===== config.mk =====
export PLATFORM = sky130hd
export DESIGN_NAME = amtd_lane
export DESIGN_NICKNAME = d
export VERILOG_FILES = /design/src/amtd_pkg.sv /design/src/amtd_lane.sv
export SDC_FILE = /design/constraint.sdc
export NUM_CORES = 2
export LEC_CHECK = 0
export BUFFER_PORTS_ARGS = -buffer_cell sky130_fd_sc_hd__buf_2
export CAP_MARGIN = 20
export CORE_MARGIN = 2
export CORE_UTILIZATION = 30
export DETAILED_ROUTE_END_ITERATION = 10
export PLACE_DENSITY_LB_ADDON = 0.3
export SYNTH_ARGS = -nofsm -noshare
export SYNTH_HDL_FRONTEND = slang
export SYNTH_SLANG_ARGS = --single-unit
export TNS_END_PERCENT = 20

===== constraint.sdc =====
create_clock -name vclk -period 17.73
set_input_delay 2.6595 -clock vclk [all_inputs]
set_output_delay 2.6595 -clock vclk [all_outputs]
set_load 0.03 [all_outputs]

===== src/amtd_pkg.sv =====
`timescale 1ns / 1ps
`default_nettype none
// ----------------------------------------------------------------------------
// amtd_pkg
// Shared widths, codes, reset values and lane/merge structures for the
// accelerometer motion tamper detector.
// ----------------------------------------------------------------------------
package amtd_pkg;

   // Fraction bits of the baseline fixed-point format.
   localparam int BASE_FRAC_BITS = 16;

   // Raw sensor word and sample formats.
   localparam int WORD_W  = 16;
   localparam int COUNT_W = 12;
   localparam int COUNT_LO = WORD_W - COUNT_W;
   localparam int MG_SHIFT = 4;
   localparam int MG_W    = COUNT_W + MG_SHIFT;

   // Baseline, difference and rounded-difference widths.
   localparam int BASE_W = MG_W + BASE_FRAC_BITS;
   localparam int DIFF_W = BASE_W + 1;
   localparam int RND_W  = MG_W + 1;
   localparam int SQ_W   = 2 * RND_W - 1;

   // Deviation, limit and gain widths.
   localparam int DEV_W   = 34;
   localparam int LIMIT_W = 34;
   localparam int GAIN_W  = 12;
   localparam int GAIN_SHIFT = 12;
   localparam int PROD_W  = DIFF_W + GAIN_W + 1;

   // Configuration port geometry.
   localparam int CSR_DATA_W = 64;
   localparam int CSR_ADDR_W = 5;
   localparam int CSR_IDX_LO = 3;
   localparam int CSR_IDX_W  = CSR_ADDR_W - CSR_IDX_LO;

   // Register reset values.
   localparam logic [LIMIT_W-1:0] TRIP_LIMIT_RESET   = LIMIT_W'(2250000);
   localparam logic [LIMIT_W-1:0] SETTLE_LIMIT_RESET = LIMIT_W'(100000);
   localparam logic [GAIN_W-1:0]  ADAPT_GAIN_RESET   = GAIN_W'(41);

   // Register indexes.
   typedef enum logic [CSR_IDX_W-1:0] {
      REG_TRIP_LIMIT   = 2'd0,
      REG_SETTLE_LIMIT = 2'd1,
      REG_ADAPT_GAIN   = 2'd2
   } reg_index_type;

   // Operation codes.
   localparam logic OP_CHECK   = 1'b0;
   localparam logic OP_CAPTURE = 1'b1;

   // What one axis lane hands to the merge stage and the state update.
   typedef struct packed {
      logic [SQ_W-1:0]          sq;
      logic signed [BASE_W-1:0] base_adapted;
      logic signed [BASE_W-1:0] sample_fix;
   } lane_result_type;

   // Decision of the merge stage.
   typedef struct packed {
      logic [DEV_W-1:0] dev;
      logic             trip_hit;
      logic             settle_hit;
   } decision_type;

endpackage
`default_nettype wire


===== src/amtd_lane.sv =====
`timescale 1ns / 1ps
`default_nettype none
// ----------------------------------------------------------------------------
// amtd_lane
// One axis lane: converts the raw word to fixed-point milli-g, forms the
// difference to the baseline, its rounded square and the adapted baseline.
// ----------------------------------------------------------------------------
module amtd_lane (
   input  wire logic [amtd_pkg::WORD_W-1:0]        word,
   input  wire logic signed [amtd_pkg::BASE_W-1:0] base,
   input  wire logic [amtd_pkg::GAIN_W-1:0]        gain,
   output amtd_pkg::lane_result_type               result
);

   logic signed [amtd_pkg::COUNT_W-1:0] count;
   logic signed [amtd_pkg::MG_W-1:0]    sample_mg;
   logic signed [amtd_pkg::BASE_W-1:0]  sample_fix;
   logic signed [amtd_pkg::DIFF_W-1:0]  diff_fix;
   logic signed [amtd_pkg::DIFF_W-1:0]  diff_half;
   logic signed [amtd_pkg::DIFF_W-1:0]  diff_floor;
   logic signed [amtd_pkg::RND_W-1:0]   diff_mg;
   logic signed [2*amtd_pkg::RND_W-1:0] sq_full;
   logic signed [amtd_pkg::PROD_W-1:0]  prod;
   logic signed [amtd_pkg::PROD_W-1:0]  prod_rnd;
   logic signed [amtd_pkg::PROD_W-1:0]  step;

   // The top bits of the left-justified word are a signed count; times 16 is milli-g.
   assign count      = $signed(word[amtd_pkg::WORD_W-1:amtd_pkg::COUNT_LO]);
   assign sample_mg  = {count, amtd_pkg::MG_SHIFT'(0)};
   assign sample_fix = {sample_mg, amtd_pkg::BASE_FRAC_BITS'(0)};

   // Fixed-point difference to the baseline.
   assign diff_fix = amtd_pkg::DIFF_W'(sample_fix) - amtd_pkg::DIFF_W'(base);

   // Round half up to whole milli-g, then square.
   assign diff_half  = diff_fix + amtd_pkg::DIFF_W'(1 << (amtd_pkg::BASE_FRAC_BITS - 1));
   assign diff_floor = diff_half >>> amtd_pkg::BASE_FRAC_BITS;
   assign diff_mg    = diff_floor[amtd_pkg::RND_W-1:0];
   assign sq_full    = diff_mg * diff_mg;

   // Exponential average step: round(diff * gain / 4096), ties rounded toward plus.
   assign prod     = amtd_pkg::PROD_W'(diff_fix) * amtd_pkg::PROD_W'($signed({1'b0, gain}));
   assign prod_rnd = prod + amtd_pkg::PROD_W'(1 << (amtd_pkg::GAIN_SHIFT - 1));
   assign step     = prod_rnd >>> amtd_pkg::GAIN_SHIFT;

   assign result.sq           = sq_full[amtd_pkg::SQ_W-1:0];
   assign result.base_adapted = base + step[amtd_pkg::BASE_W-1:0];
   assign result.sample_fix   = sample_fix;

endmodule
`default_nettype wire


==> summary.txt <==
Outcome
  • Status: finished, final reports clean

Final layout
  • Diode count: 0
  • Final Net Count: 3880
  • Fill cells: 8888
  • FFs & Latches: 0
  • Storage element area: 0 um^2
  • Clock buffers: 0
  • Area grow syn2layout: 7.46%
  • Share of post-route cells with drive strength above 1: 6.82%
  • Design area: 27300 um^2

Timing
  • Endpoints failing setup: 0
  • Final min period: 16.26 ns
  • Least-Margin Pin Slew: 0.997 ns
  • Final Hold Vio Count: 0
  • Final Slew Violations: 0
  • Post-layout worst setup margin: 1.47 ns
  • Max_slew headroom: 32.7%
  • Final period utilization: 91.7%
  • Setup TNS: 0 ns
  • Unrepaired setup endpoints after global routing: false
  • Max Clock Freq: 0.0615 GHz

Global route
  • First-pass GRT wire length: 105000 um
  • Pin count of the biggest net entering global routing: 34
  • Met1 usage: 20.1%
  • Gr busiest metal: met2
  • GRT Util Overall: 15.1%
  • Initial antenna violation count: 2
  • Grt met3 use: 0.376%
  • Global Route met2 Usage: 28.1%
  • Number of global-route vias before repair: 20.2k
  • Remaining Overflow, GRT: 0

Die
  • Die Wd: 295 um
  • Starting density of the core: 30.3%
  • Core box area: 83700 um^2
  • I/O pins: 157
  • Number of cell rows: 106
  • Die H: 295 um
  • Die ar.: 87000 um^2

Place
  • Placer Congestion: 0.809
  • Setup WS pre-CTS: 1.38 ns
  • Area post-placement: 27300 um^2
  • Port bufs: 132
  • DPL Wire Length: 52900 um

Clock tree
  • Post-CTS Setup Bufs: 0
  • Hold_buf cts: 0
  • # resized after CTS: 0

Flow run
  • Max cap viols: 0

Drt
  • Drt first pass iters: 5
  • Average wire per standard cell: 15.3 um
  • Antenna-violating nets left: 0
  • Vias per cell: 4.52
  • Post-Route WL: 62700 um
  • Initial DRC Count: 722
  • DR DRC count: 0
  • Vias: 18.5k

Setup path
  • Cell mode on critical path: fa_1
  • Slowest CP cell: or3_1
  • Critical Path Start Type: primary input
  • Crit path DAT: 13.61 ns
  • Setup crit end kind: output pin
  • Critical path class: in2out
  • Critical Path RT: 15.07 ns
  • CP max FO: 13
  • Largest stage delay, worst path: 0.63 ns

Logic synthesis
  • Unique masters post-synth: 72
  • Cell taking the most area after synthesis: fa_1
  • Mapped cell area: 25400 um^2
  • Top cells by area, synth: fa_1, ha_1, inv_1
  • Yosys synthesis warning count: 0
  • Seq/Total Area, Yosys: 0%
  • Avg Cell Area, Syn: 8.79 um^2
  • Share of the synthesized area in the top cell type: 47.8%
  • Cells after synthesis: 2889

Worst hold path
  • Hold crit path type: in2out
metrics by stage:
step,instances,hold slack (ns),util [%]
3_5_place_dp,4095,5.60,32.6
2_1_floorplan,2909,5.45,-
4_1_cts,4095,5.60,32.6
5_1_grt,4095,5.60,32.6
6_report,4095,5.59,32.6
3_3_place_gp,4095,5.60,32.6
placed cells by master (no fill, tap or decap), drive strengths merged, types with 15 or more instances in the layout:
master	instances
nand2	340
nand2b	15
nor2b	18
a211oi	18
nand3	17
and2	181
a21oi	64
ha	251
conb	21
fa	606
inv	697
xor2	36
o21a	20
o21ai	40
nor2	137
buf	180
nor3	22
a21o	35
xnor2	111
and3	28
Yosys cell counts, types with 28 or more instances:
cell,number
o21ai_0,39
a21o_1,35
nor2_1,137
xor2_1,36
nand2_1,340
fa_1,606
ha_1,251
inv_1,694
and2_1,181
a21oi_1,64
xnor2_1,106
buf_4,33
clkbuf_1,80
and3_1,28
metal layers:
layer,vias up,routed length (um)
li1,8764,-
met1,9529,28300
met2,184,32600
met3,38,1070
met4,2,686
met5,-,7
path summary, 6_finish.rpt:
kind     start    endpoint  slack (ns)  depth (start not counted)
max    base[3]  result[63]        1.47                         40
min   word[10]  result[26]        5.59                          2
critical path: cells and delay by family:
family,cells,cell delay (ns)
buf+inv,8,0.93
compound gates,11,3.18
fa+ha+maj,8,3.35
xor+xnor,4,0.67
simple gates,9,2.76
logic make-up (layout without fill, tap and decap cells):
group / count (synthesis) / after routing / synth area share (%)
mux: 1 / 1 / 0.0443
buf+inv: 827 / 879 / 12.8
fa+ha+maj: 857 / 857 / 60.1
simple gates: 808 / 808 / 15.2
compound gates: 248 / 248 / 6.49
xor+xnor: 147 / 147 / 5.26
other cells: 1 / 21 / 0.0148
area by class of cell:
type,instances,area [um^2],area share (%)
inverter,699,2630,9.62
multi-input combinational,2082,22200,81.4
timing repair buffer,180,1020,3.74
tap,1134,1420,5.20
Power is not shown: default switching activity piles up to over one toggle a cycle in this logic, so the estimate is an artifact.
