--- src/amtd_pkg.sv ---
`timescale 1ns / 1ps
`default_nettype none
// ----------------------------------------------------------------------------
// amtd_pkg
// Shared widths, codes, reset values and lane/merge structures for the
// accelerometer motion tamper detector.
// ----------------------------------------------------------------------------
package amtd_pkg;

   // Fraction bits of the baseline fixed-point format.
   localparam int BASE_FRAC_BITS = 16;

   // Raw sensor word and sample formats.
   localparam int WORD_W  = 16;
   localparam int COUNT_W = 12;
   localparam int COUNT_LO = WORD_W - COUNT_W;
   localparam int MG_SHIFT = 4;
   localparam int MG_W    = COUNT_W + MG_SHIFT;

   // Baseline, difference and rounded-difference widths.
   localparam int BASE_W = MG_W + BASE_FRAC_BITS;
   localparam int DIFF_W = BASE_W + 1;
   localparam int RND_W  = MG_W + 1;
   localparam int SQ_W   = 2 * RND_W - 1;

   // Deviation, limit and gain widths.
   localparam int DEV_W   = 34;
   localparam int LIMIT_W = 34;
   localparam int GAIN_W  = 12;
   localparam int GAIN_SHIFT = 12;
   localparam int PROD_W  = DIFF_W + GAIN_W + 1;

   // Configuration port geometry.
   localparam int CSR_DATA_W = 64;
   localparam int CSR_ADDR_W = 5;
   localparam int CSR_IDX_LO = 3;
   localparam int CSR_IDX_W  = CSR_ADDR_W - CSR_IDX_LO;

   // Register reset values.
   localparam logic [LIMIT_W-1:0] TRIP_LIMIT_RESET   = LIMIT_W'(2250000);
   localparam logic [LIMIT_W-1:0] SETTLE_LIMIT_RESET = LIMIT_W'(100000);
   localparam logic [GAIN_W-1:0]  ADAPT_GAIN_RESET   = GAIN_W'(41);

   // Register indexes.
   typedef enum logic [CSR_IDX_W-1:0] {
      REG_TRIP_LIMIT   = 2'd0,
      REG_SETTLE_LIMIT = 2'd1,
      REG_ADAPT_GAIN   = 2'd2
   } reg_index_type;

   // Operation codes.
   localparam logic OP_CHECK   = 1'b0;
   localparam logic OP_CAPTURE = 1'b1;

   // What one axis lane hands to the merge stage and the state update.
   typedef struct packed {
      logic [SQ_W-1:0]          sq;
      logic signed [BASE_W-1:0] base_adapted;
      logic signed [BASE_W-1:0] sample_fix;
   } lane_result_type;

   // Decision of the merge stage.
   typedef struct packed {
      logic [DEV_W-1:0] dev;
      logic             trip_hit;
      logic             settle_hit;
   } decision_type;

endpackage
`default_nettype wire

--- src/amtd_merge.sv ---
`timescale 1ns / 1ps
`default_nettype none
// ----------------------------------------------------------------------------
// amtd_merge
// Merge stage: sums the three lane squares into the deviation and compares
// it against the trip and settle limits.
// ----------------------------------------------------------------------------
module amtd_merge (
   input  wire logic [amtd_pkg::SQ_W-1:0]    sq_x,
   input  wire logic [amtd_pkg::SQ_W-1:0]    sq_y,
   input  wire logic [amtd_pkg::SQ_W-1:0]    sq_z,
   input  wire logic [amtd_pkg::LIMIT_W-1:0] trip_limit,
   input  wire logic [amtd_pkg::LIMIT_W-1:0] settle_limit,
   output amtd_pkg::decision_type            decision
);

   logic [amtd_pkg::DEV_W-1:0] dev;

   // The sum of three squares stays within the deviation width.
   assign dev = amtd_pkg::DEV_W'(sq_x) + amtd_pkg::DEV_W'(sq_y) + amtd_pkg::DEV_W'(sq_z);

   assign decision.dev        = dev;
   assign decision.trip_hit   = (dev > trip_limit);
   assign decision.settle_hit = (dev < settle_limit);

endmodule
`default_nettype wire

--- config.mk ---
export PLATFORM = sky130hd
export DESIGN_NAME = amtd_merge
export DESIGN_NICKNAME = d
export VERILOG_FILES = /design/src/amtd_pkg.sv /design/src/amtd_merge.sv
export SDC_FILE = /design/constraint.sdc
export NUM_CORES = 1
export LEC_CHECK = 0
export BUFFER_PORTS_ARGS = -buffer_cell sky130_fd_sc_hd__clkbuf_2
export CORE_ASPECT_RATIO = 1.25
export CORE_MARGIN = 8
export CORE_UTILIZATION = 40
export DETAILED_ROUTE_END_ITERATION = 6
export GPL_TIMING_DRIVEN = 0
export PLACE_DENSITY = 0.74
export SLEW_MARGIN = 20
export SYNTH_ARGS = -nofsm -noshare
export SYNTH_HDL_FRONTEND = slang
export SYNTH_SLANG_ARGS = --single-unit
--- constraint.sdc ---
create_clock -name vclk -period 5.3
set_input_delay 0.265 -clock vclk [all_inputs]
set_output_delay 0.265 -clock vclk [all_outputs]
set_load 0.02 [all_outputs]
==> impl_metrics.csv, run 1 <==
group,metric,value,unit
drt,dr.pass1.iters,4,
hold_path,hold_depth,4,
hold_path,hold_class,"in2out",
setup_path,cp_slowest_cell,"fa_1",
drt,drt_iter0_drc,110,
pwr,power_density,298.3,mW/mm²
layout,drive_above_1_share,0.3305,
global_routing,grt_pass1_vias,4923,
setup_path,end_kind,"output port",
layout,clkbuf_count,0,
timing,max_slew.worst_pin.slew,0.5744,ns
global_routing,grt_max_degree,11,
drt,drc,0,
timing,hold_viol_final,0,
pwr,p_int,642.4,µW
place,place_hpwl,12.36,mm
timing,fmax,0.1997,GHz
global_routing,antenna_found_initial,0,
die,die-area,0.01394,mm²
die,start_util,0.4118,
drt,ant_nets,0,
layout,multi_input_area,0.003882,mm²
setup_path,cp_max_fo,3,
synthesis,syn_area_per_cell,8.306,µm²
pwr,switchingPower,967.0,µW
timing,finalSetupViolCount,0,
place,dp_cells,833,
timing,min_period,5.008,ns
setup_path,arrival,4.74,ns
synthesis,synth_fp_nets,801,
die,coreArea,0.01011,mm²
setup_path,critical_path.top_delay_family,"compound AO/OA/AOI/OAI gates",
die,die_h,130.0,µm
synthesis,ys_seq_area_frac,0,
global_routing,gr-total-overflow,0,
die,ios,203,
die,fp.dieW,107.2,µm
layout,final_nets,1007,
place,place_congestion,0.9060,
pwr,irDropWorstVdd,0.1592,mV
timing,period_share,0.9448,
synthesis,synthCells,501,
layout,diodes,0,
layout,n_fill_cell,969,
drt,post_drt_wl_per_cell,15.92,µm
pwr,p_sw_frac,0.6009,
timing,rsz0062_at_grt,"false",
layout,ff_latch_area,0,µm²
timing,whs,0.9818,ns
drt,wl,13.28,mm
die,floorplan.rows,41,
place,postPlaceCellArea,0.005339,mm²
synthesis,yosysWarnings,0,
drt,vias,4529,
synthesis,synth_area,0.004161,mm²
layout,design.seq.count,0,
timing,setup_tns,0,ns
synthesis,yosys.cell_types.count,61,
pwr,finalPower,1609,µW
pwr,seq_power_share,0,
global_routing,grt_pass1_wl,21.16,mm
setup_path,crit_required,5.04,ns
outcome,status,"finished, final reports clean",
pwr,combPwrFrac,1.000,
pwr,p_leak,0.003074,µW
setup_path,path_cells,"clkbuf_2, fa_1, ha_1, fa_1, a21o_1, a221oi_4, a21boi_2, o21ai_2, a211oi_1, a311o_1, xor2_2, ha_1, nand4_1, or2_2, nor3_1, and2_1, a21oi_1, o21a_1, a41oi_1, buf_4",
layout,fin_cells,834,
layout,final_area,0.005395,mm²
clocking,holdBufCountCts,0,
hold_path,min_to,"decision[1]",
pwr,p_clk_frac,0,
layout,area_growth,29.65,%
timing,slew_viol_final,0,
setup_path,worst-path-buf-inv,2,
global_routing,grt.total_usage,0.1800,
drt,via_per_inst,5.430,
setup_path,worstSetupStartpointType,"primary input",
setup_path,critPathMaxStageDelay,0.48,ns
timing,slew_headroom,0.6071,
setup_path,path_class,"in2out",
run,maxCapViolCount,0,
place,io_buffers,203,
hold_path,min_from,"trip_limit[0]",
## synth_stat cells (2+ instances only)
cell       count  share of area
nor2_1        12          0.011
nor4_1         3         0.0045
xor2_1        10          0.021
o21ai_0       26          0.031
nand2_1       16          0.014
a221oi_2       2         0.0072
o21a_1         3         0.0054
and3_1         4         0.0060
and2_1         3         0.0045
a21o_1        38          0.069
nand2b_1       5         0.0075
o21ai_2        2         0.0042
inv_1         77          0.069
nor3_1         8         0.0096
o41ai_1        2         0.0042
a221o_1        2         0.0048
o211ai_2       2         0.0060
o211ai_1       3         0.0054
a21oi_1       45          0.054
nand4_1       19          0.029
nor2b_1        3         0.0045
a21boi_2       2         0.0054
xnor2_1       17          0.036
a221oi_1       2         0.0042
clkbuf_1       3         0.0027
a211oi_1      10          0.018
nand3_1        9          0.011
a2111oi_0      2         0.0042
fa_1          34           0.16
buf_2          4         0.0048
and4_1         4         0.0084
ha_1          99           0.30
or2_2          2         0.0030
## per-layer routing
| layer | share of wire | track usage | up-vias |
|---|---|---|---|
| met4 | 0.015 | 0.02573 | 0 |
| li1 | - | - | 2242 |
| met1 | 0.41 | 0.2012 | 2114 |
| met2 | 0.51 | 0.3481 | 157 |
| met5 | 0 | 0 | - |
| met3 | 0.066 | 0.03207 | 16 |
## worst max path at each step
| stage | slack (ns) | start | end | cells after the start |
|---|---|---|---|---|
| after CTS | 0.03 | sq_x[1] | decision[1] | 20 |
| final | 0.29 | sq_x[1] | decision[1] | 20 |
| after global routing | 0.02 | sq_x[1] | decision[1] | 20 |
| after detailed placement | 0.05 | sq_x[1] | decision[1] | 20 |
| after floorplan | 0.50 | sq_x[1] | decision[0] | 18 |
| after global placement | 0.15 | sq_x[1] | decision[1] | 20 |
## layout by cell type, fill, tap and decap left out, drive strengths merged, types with 3 or more instances in the layout
master	n
nor3	8
nor4	3
clkbuf	206
and3	5
o21ai	29
o211ai	5
ha	99
nor2	13
nand4	19
inv	77
nand2b	5
xnor2	17
xor2	10
a2111oi	4
a21oi	45
a21o	39
buf	6
and2	3
nor2b	3
a221oi	4
nand3	9
fa	34
nand2	16
a211oi	10
o21a	3
and4	4
## area by class of cell
class | count | share of cell area
Multi-Input combinational cell | 416 | 0.7196
Tap cell | 129 | 0.02992
Timing Repair Buffer | 204 | 0.1902
Buffer | 8 | 0.006725
Inverter | 77 | 0.05357
## per-stage QoR
stage | setup slack, ns | utilization
detailed placement | 0.05342 | 0.5283
finish | 0.2924 | 0.5339
global route | 0.01746 | 0.5339
CTS | 0.03058 | 0.5283
floorplan | 0.4987 | -
global placement | 0.1516 | 0.5283
## power by group through the flow
stage	Combinational [µW]	Sequential, µW	Clock (µW)
after floorplan	1100	0	0
after global placement	1550	0	0
after detailed placement	1590	0	0
after CTS	1600	0	0
after global routing	1790	0	0
final	1610	0	0
## cell families (layout without fill, tap and decap cells)
group | after synthesis | in the layout | synth area share
AO/OA/AOI/OAI | 160 | 160 | 0.2760
adder cells (fa/ha/maj) | 133 | 133 | 0.4612
AND/OR/NAND/NOR | 96 | 96 | 0.1278
buffers and inverters | 85 | 289 | 0.07817
XOR/XNOR | 27 | 27 | 0.05682
## what timing repair did
item	4_1_cts	5_1_grt
buffers inserted	0	1
resized for setup	0	9
endpoints found under the setup margin	0	2
No activity file was read; power rests on OpenSTA's default activity.
==> run 2: changes to the inputs <==
GPL_TIMING_DRIVEN = unset   (was 0)
MAX_ROUTING_LAYER = met4   (was unset)
==> run 2 against run 1 <==
Effect of this change: sequential cell count stayed put; critical path depth is 1 lower; final cell count decreased by 0.72%; worst setup slack better by 0.13 ns; combinational power about the same; largest cell class unchanged; highest routed layer unchanged; power is 0.99% higher; critical endpoint is now decision[0].
==> impl_metrics.csv, run 2 (synthesis gave the netlist of run 1 again) <==
group,metric,value,unit
timing,hold_viol_final,0,
place,place_congestion,0.8913,
layout,drive_above_1_share,0.3247,
layout,mostFrequentLayoutCells,"clkbuf_2 (203), ha_1 (99), inv_1 (77)",
timing,rsz0062_at_grt,"false",
setup_path,path_class,"in2out",
die,floorplan.rows,41,
timing,slew_headroom,0.5745,
global_routing,antenna_found_initial,0,
layout,design.seq.count,0,
setup_path,worst-path-buf-inv,2,
pwr,p_leak,0.003055,µW
layout,fin_cells,828,
clocking,holdBufCountCts,0,
timing,fmax,0.2050,GHz
drt,drt_iter0_drc,117,
global_routing,grt_max_degree,11,
layout,area_growth,28.35,%
timing,max_slew.worst_pin.slew,0.6316,ns
drt,drc,0,
setup_path,crit_required,5.04,ns
layout,ff_latch_area,0,µm²
setup_path,cp_slowest_cell,"fa_1",
setup_path,worstSetupStartpointType,"primary input",
hold_path,min_from,"trip_limit[0]",
setup_path,path_cells,"clkbuf_2, fa_1, ha_1, fa_1, a21o_1, a221oi_4, o21ai_0, a21o_1, a21oi_1, xnor2_1, ha_1, a21o_1, a21o_1, a21oi_1, nor3_1, a2111oi_0, nor2_1, nor3_1, clkbuf_2",
setup_path,critPathMaxStageDelay,0.47,ns
global_routing,grt_pass1_vias,5078,
setup_path,arrival,4.61,ns
timing,period_share,0.9202,
die,start_util,0.4118,
drt,ant_nets,0,
layout,diodes,0,
drt,post_drt_wl_per_cell,16.82,µm
global_routing,grt.total_usage,0.1989,
global_routing,grt_pass1_wl,22.55,mm
global_routing,gr-total-overflow,0,
die,die_h,130.0,µm
setup_path,critPathLaunch,"sq_x[1]",
layout,clkbuf_count,0,
hold_path,hold_class,"in2out",
drt,wl,13.92,mm
timing,setup_tns,0,ns
setup_path,critical_path.top_delay_family,"compound AO/OA/AOI/OAI gates",
timing,min_period,4.877,ns
place,postPlaceCellArea,0.005325,mm²
pwr,power_density,304.3,mW/mm²
drt,dr.pass1.iters,4,
outcome,status,"finished, final reports clean",
place,io_buffers,203,
layout,final_common_cell,"clkbuf_2",
drt,via_per_inst,5.412,
layout,final_area,0.005341,mm²
pwr,irDropWorstVdd,0.1739,mV
die,die-area,0.01394,mm²
drt,vias,4481,
setup_path,cp_max_fo,3,
die,fp.dieW,107.2,µm
setup_path,end_kind,"output port",
timing,finalSetupViolCount,0,
layout,final_nets,1001,
place,place_hpwl,12.92,mm
place,dp_cells,828,
die,coreArea,0.01011,mm²
run,maxCapViolCount,0,
setup_path,cp_common_cell,"a21o_1",
die,ios,203,
timing,slew_viol_final,0,
-- run 2: changes by cell type in the layout (fill, tap and decap cells not counted), sizes merged --
| cell | before | now |
|---|---|---|
| clkbuf | 206 | 203 |
| buf | 6 | 3 |
-- run 2: worst paths after layout --
| check | endpoint | slack [ns] | cells after the start |
|---|---|---|---|
| setup / recovery | decision[0] | 0.42 | 19 |
| hold / removal | decision[1] | 0.98 | 4 |
-- run 2: what timing repair did --
item	CTS	global route
setup buffers	0	0
resized for setup	0	2
setup endpoints to repair	0	1
-- run 2: final cells by class --
cell class                      instances  area, µm²
Fill cell                             948       4765
Timing Repair Buffer                  206       1039
Tap cell                              129      161.4
Inverter                               77      289.0
Multi-Input combinational cell        416       3852
-- run 2: worst min-delay path: cells and delay by family --
kind | cells | cell delay [ns]
AOI/OAI and AO/OA | 1 | 0.09
adders and majority gates | 1 | 0.12
buffers and inverters | 2 | 0.23
-- run 2: where the power goes --
part | internal [µW] | switching (µW)
clock | 0 | 0
sequential | 0 | 0
combinational | 647 | 979
-- run 2: per-layer routing --
| metal | GRT usage | vias to the layer above | wire, µm |
|---|---|---|---|
| li1 | - | 2231 | - |
| met1 | 0.2206 | 2072 | 5666 |
| met2 | 0.3747 | 155 | 7199 |
| met3 | 0.02023 | 23 | 787 |
| met4 | 0.03734 | 0 | 271 |
| met5 | - | - | 0 |
-- run 2: per-stage QoR --
stage	util	hold slack [ns]	setup WS, ns	total power (µW)
floorplan	-	0.8092	0.4987	1102
global placement	0.5269	0.9791	0.4237	1578
detailed placement	0.5269	0.9890	0.3590	1616
CTS	0.5269	0.9900	0.3358	1625
global route	0.5285	1.036	0.03367	1808
finish	0.5285	0.9847	0.4228	1625
==> run 3: changes to the inputs <==
ABC_AREA = 1   (was unset)
PLACE_DENSITY = 0.71   (was 0.74)
==> run 3 against run 2 <==
Effect of this change: first-iteration DRC count increased by 64%; combinational power about the same; global-route usage shrank 1.5 points; maximum frequency rose by 25%; worst setup slack gained 0.99 ns; via count rose by 24%; sequential cell count stayed put; clock-buffer cell count unchanged; core utilization down 1.7 points; design area up 16%.
==> impl_metrics.csv, run 3 <==
group,metric,value,unit
die,start_util,0.4107,
timing,hold_viol_final,0,
die,floorplan.rows,45,
setup_path,worstSetupStartpointType,"primary input",
clocking,holdBufCountCts,0,
place,io_buffers,203,
synthesis,yosysWarnings,0,
timing,whs,0.9603,ns
synthesis,yosysTopAreaCell,"ha_1",
timing,slew_headroom,0.7138,
synthesis,yosysMostFrequentCell,"nand2_1",
timing,fmax,0.2571,GHz
synthesis,synth_area,0.004995,mm²
setup_path,cp_max_fo,3,
layout,fin_cells,1232,
setup_path,critPathLaunch,"sq_x[1]",
global_routing,grt_max_degree,6,
timing,min_period,3.889,ns
drt,ant_nets,0,
drt,drc,0,
drt,post_drt_wl_per_cell,11.97,µm
layout,mostFrequentLayoutCells,"nand2_1 (315), inv_1 (221), clkbuf_2 (203)",
pwr,p_leak,0.004205,µW
die,fp.dieW,115.9,µm
drt,via_per_inst,4.506,
place,place_congestion,0.8913,
setup_path,path_class,"in2out",
die,ios,203,
layout,design.seq.count,0,
layout,area_growth,24.45,%
synthesis,yosys.cell_types.count,26,
drt,dr.pass1.iters,4,
synthesis,synth_top_cell_area_share,0.2480,
synthesis,synthTopCellsByArea,"ha_1 (25%), nand2_1 (24%), inv_1 (17%), fa_1 (14%), a21oi_1 (4.5%)",
timing,finalSetupViolCount,0,
synthesis,syn_area_per_cell,5.774,µm²
die,die_h,140.9,µm
layout,final_common_cell,"nand2_1",
place,dp_cells,1232,
drt,drt_iter0_drc,192,
drt,vias,5551,
global_routing,grt.total_usage,0.1837,
place,place_hpwl,14.20,mm
timing,max_slew.worst_pin.slew,0.4279,ns
layout,clkbuf_count,0,
synthesis,synthCells,865,
pwr,irDropWorstVdd,0.1441,mV
hold_path,min_to,"decision[2]",
run,maxCapViolCount,0,
pwr,power_density,257.4,mW/mm²
die,die-area,0.01634,mm²
timing,setup_tns,0,ns
global_routing,grt_pass1_vias,5680,
clocking,cts_resized,0,
die,coreArea,0.01216,mm²
timing,slew_viol_final,0,
global_routing,grt_pass1_wl,24.24,mm
synthesis,yosys-top-cells-count,"nand2_1 (315), inv_1 (221), ha_1 (99)",
synthesis,synth_fp_nets,1165,
hold_path,min_from,"sq_z[0]",
timing,period_share,0.7338,
layout,diodes,0,
clocking,cts_setup_buffers,0,
global_routing,antenna_found_initial,0,
layout,drive_above_1_share,0.2135,
outcome,status,"finished, final reports clean",
setup_path,end_kind,"output port",
layout,ff_latch_area,0,µm²
synthesis,ys_seq_area_frac,0,
setup_path,crit_required,5.04,ns
layout,n_fill_cell,1368,
hold_path,hold_class,"in2out",
layout,final_nets,1370,
drt,wl,14.75,mm
hold_path,hold_depth,3,
timing,rsz0062_at_grt,"false",
global_routing,gr-total-overflow,0,
setup_path,arrival,3.62,ns
==> run 3: cell types whose count changed in the layout (fill, tap and decap cells not counted), moves of 9 or more <==
cell	previous run	this run
a211oi_1	9	0
a21o_1	38	4
inv_1	77	221
nand2_1	16	315
nand2_2	0	13
nand3_1	9	24
nand4_1	19	4
nor2_1	12	55
o21ai_0	26	9
xnor2_1	17	0
==> run 3: power by group <==
group	internal (µW)	switching [µW]
clock network	0	0
registers	0	0
logic	571	1030
==> run 3: how the worst max path moves through the flow <==
stage / end / slack [ns] / depth (start not counted)
CTS: decision[1] / 1.41 / 24
global placement: decision[1] / 1.47 / 24
finish: decision[1] / 1.41 / 24
detailed placement: decision[1] / 1.43 / 24
global route: decision[1] / 1.06 / 24
floorplan: decision[1] / 1.72 / 22
==> run 3: layout make-up <==
cell class | count | area, µm² | area share
Timing Repair Buffer | 203 | 1016 | 0.1634
Tap cell | 164 | 205.2 | 0.03301
Multi-Input combinational cell | 643 | 4161 | 0.6695
Inverter | 222 | 833.3 | 0.1341
==> run 3: per-layer routing <==
metal	part of all wire	track usage	vias up
li1	-	-	3002
met1	0.41	0.1956	2373
met2	0.51	0.3547	156
met3	0.060	0.01368	20
met4	0.026	0.04038	0
met5	0	-	-
==> run 3: kinds of logic after synthesis <==
| kind of cell | count (synthesis) | share of synthesized area |
|---|---|---|
| AND/OR/NAND/NOR | 431 | 0.3532 |
| AO/OA/AOI/OAI | 64 | 0.06939 |
| buffers and inverters | 222 | 0.1668 |
| XOR/XNOR | 15 | 0.02630 |
| adder cells (fa/ha/maj) | 133 | 0.3843 |
==> run 3: metrics by stage <==
stage | utilization | area (µm²) | total power (µW) | worst slack (ns)
floorplan | - | 4995 | 1125 | 1.716
CTS | 0.5111 | 6216 | 1625 | 1.410
finish | 0.5111 | 6216 | 1600 | 1.411
global placement | 0.5111 | 6216 | 1603 | 1.473
detailed placement | 0.5111 | 6216 | 1618 | 1.435
global route | 0.5111 | 6216 | 1837 | 1.061
==> run 3: critical path: stages <==
cell      delay [ns]
clkbuf_2        0.09
fa_1            0.48
ha_1            0.24
fa_1            0.41
nand2_1         0.08
nand2_1         0.09
nand3_1         0.07
nand2_1         0.09
nand2_1         0.10
nand2_2         0.09
nand2_1         0.09
nand2_1         0.05
nand2_1         0.05
nand2_1         0.10
ha_1            0.31
nand2_1         0.05
nor2_1          0.19
nand2_1         0.10
nor2_1          0.13
nand3_1         0.09
nand2_1         0.06
nor2_1          0.04
a21oi_1         0.16
clkbuf_2        0.20
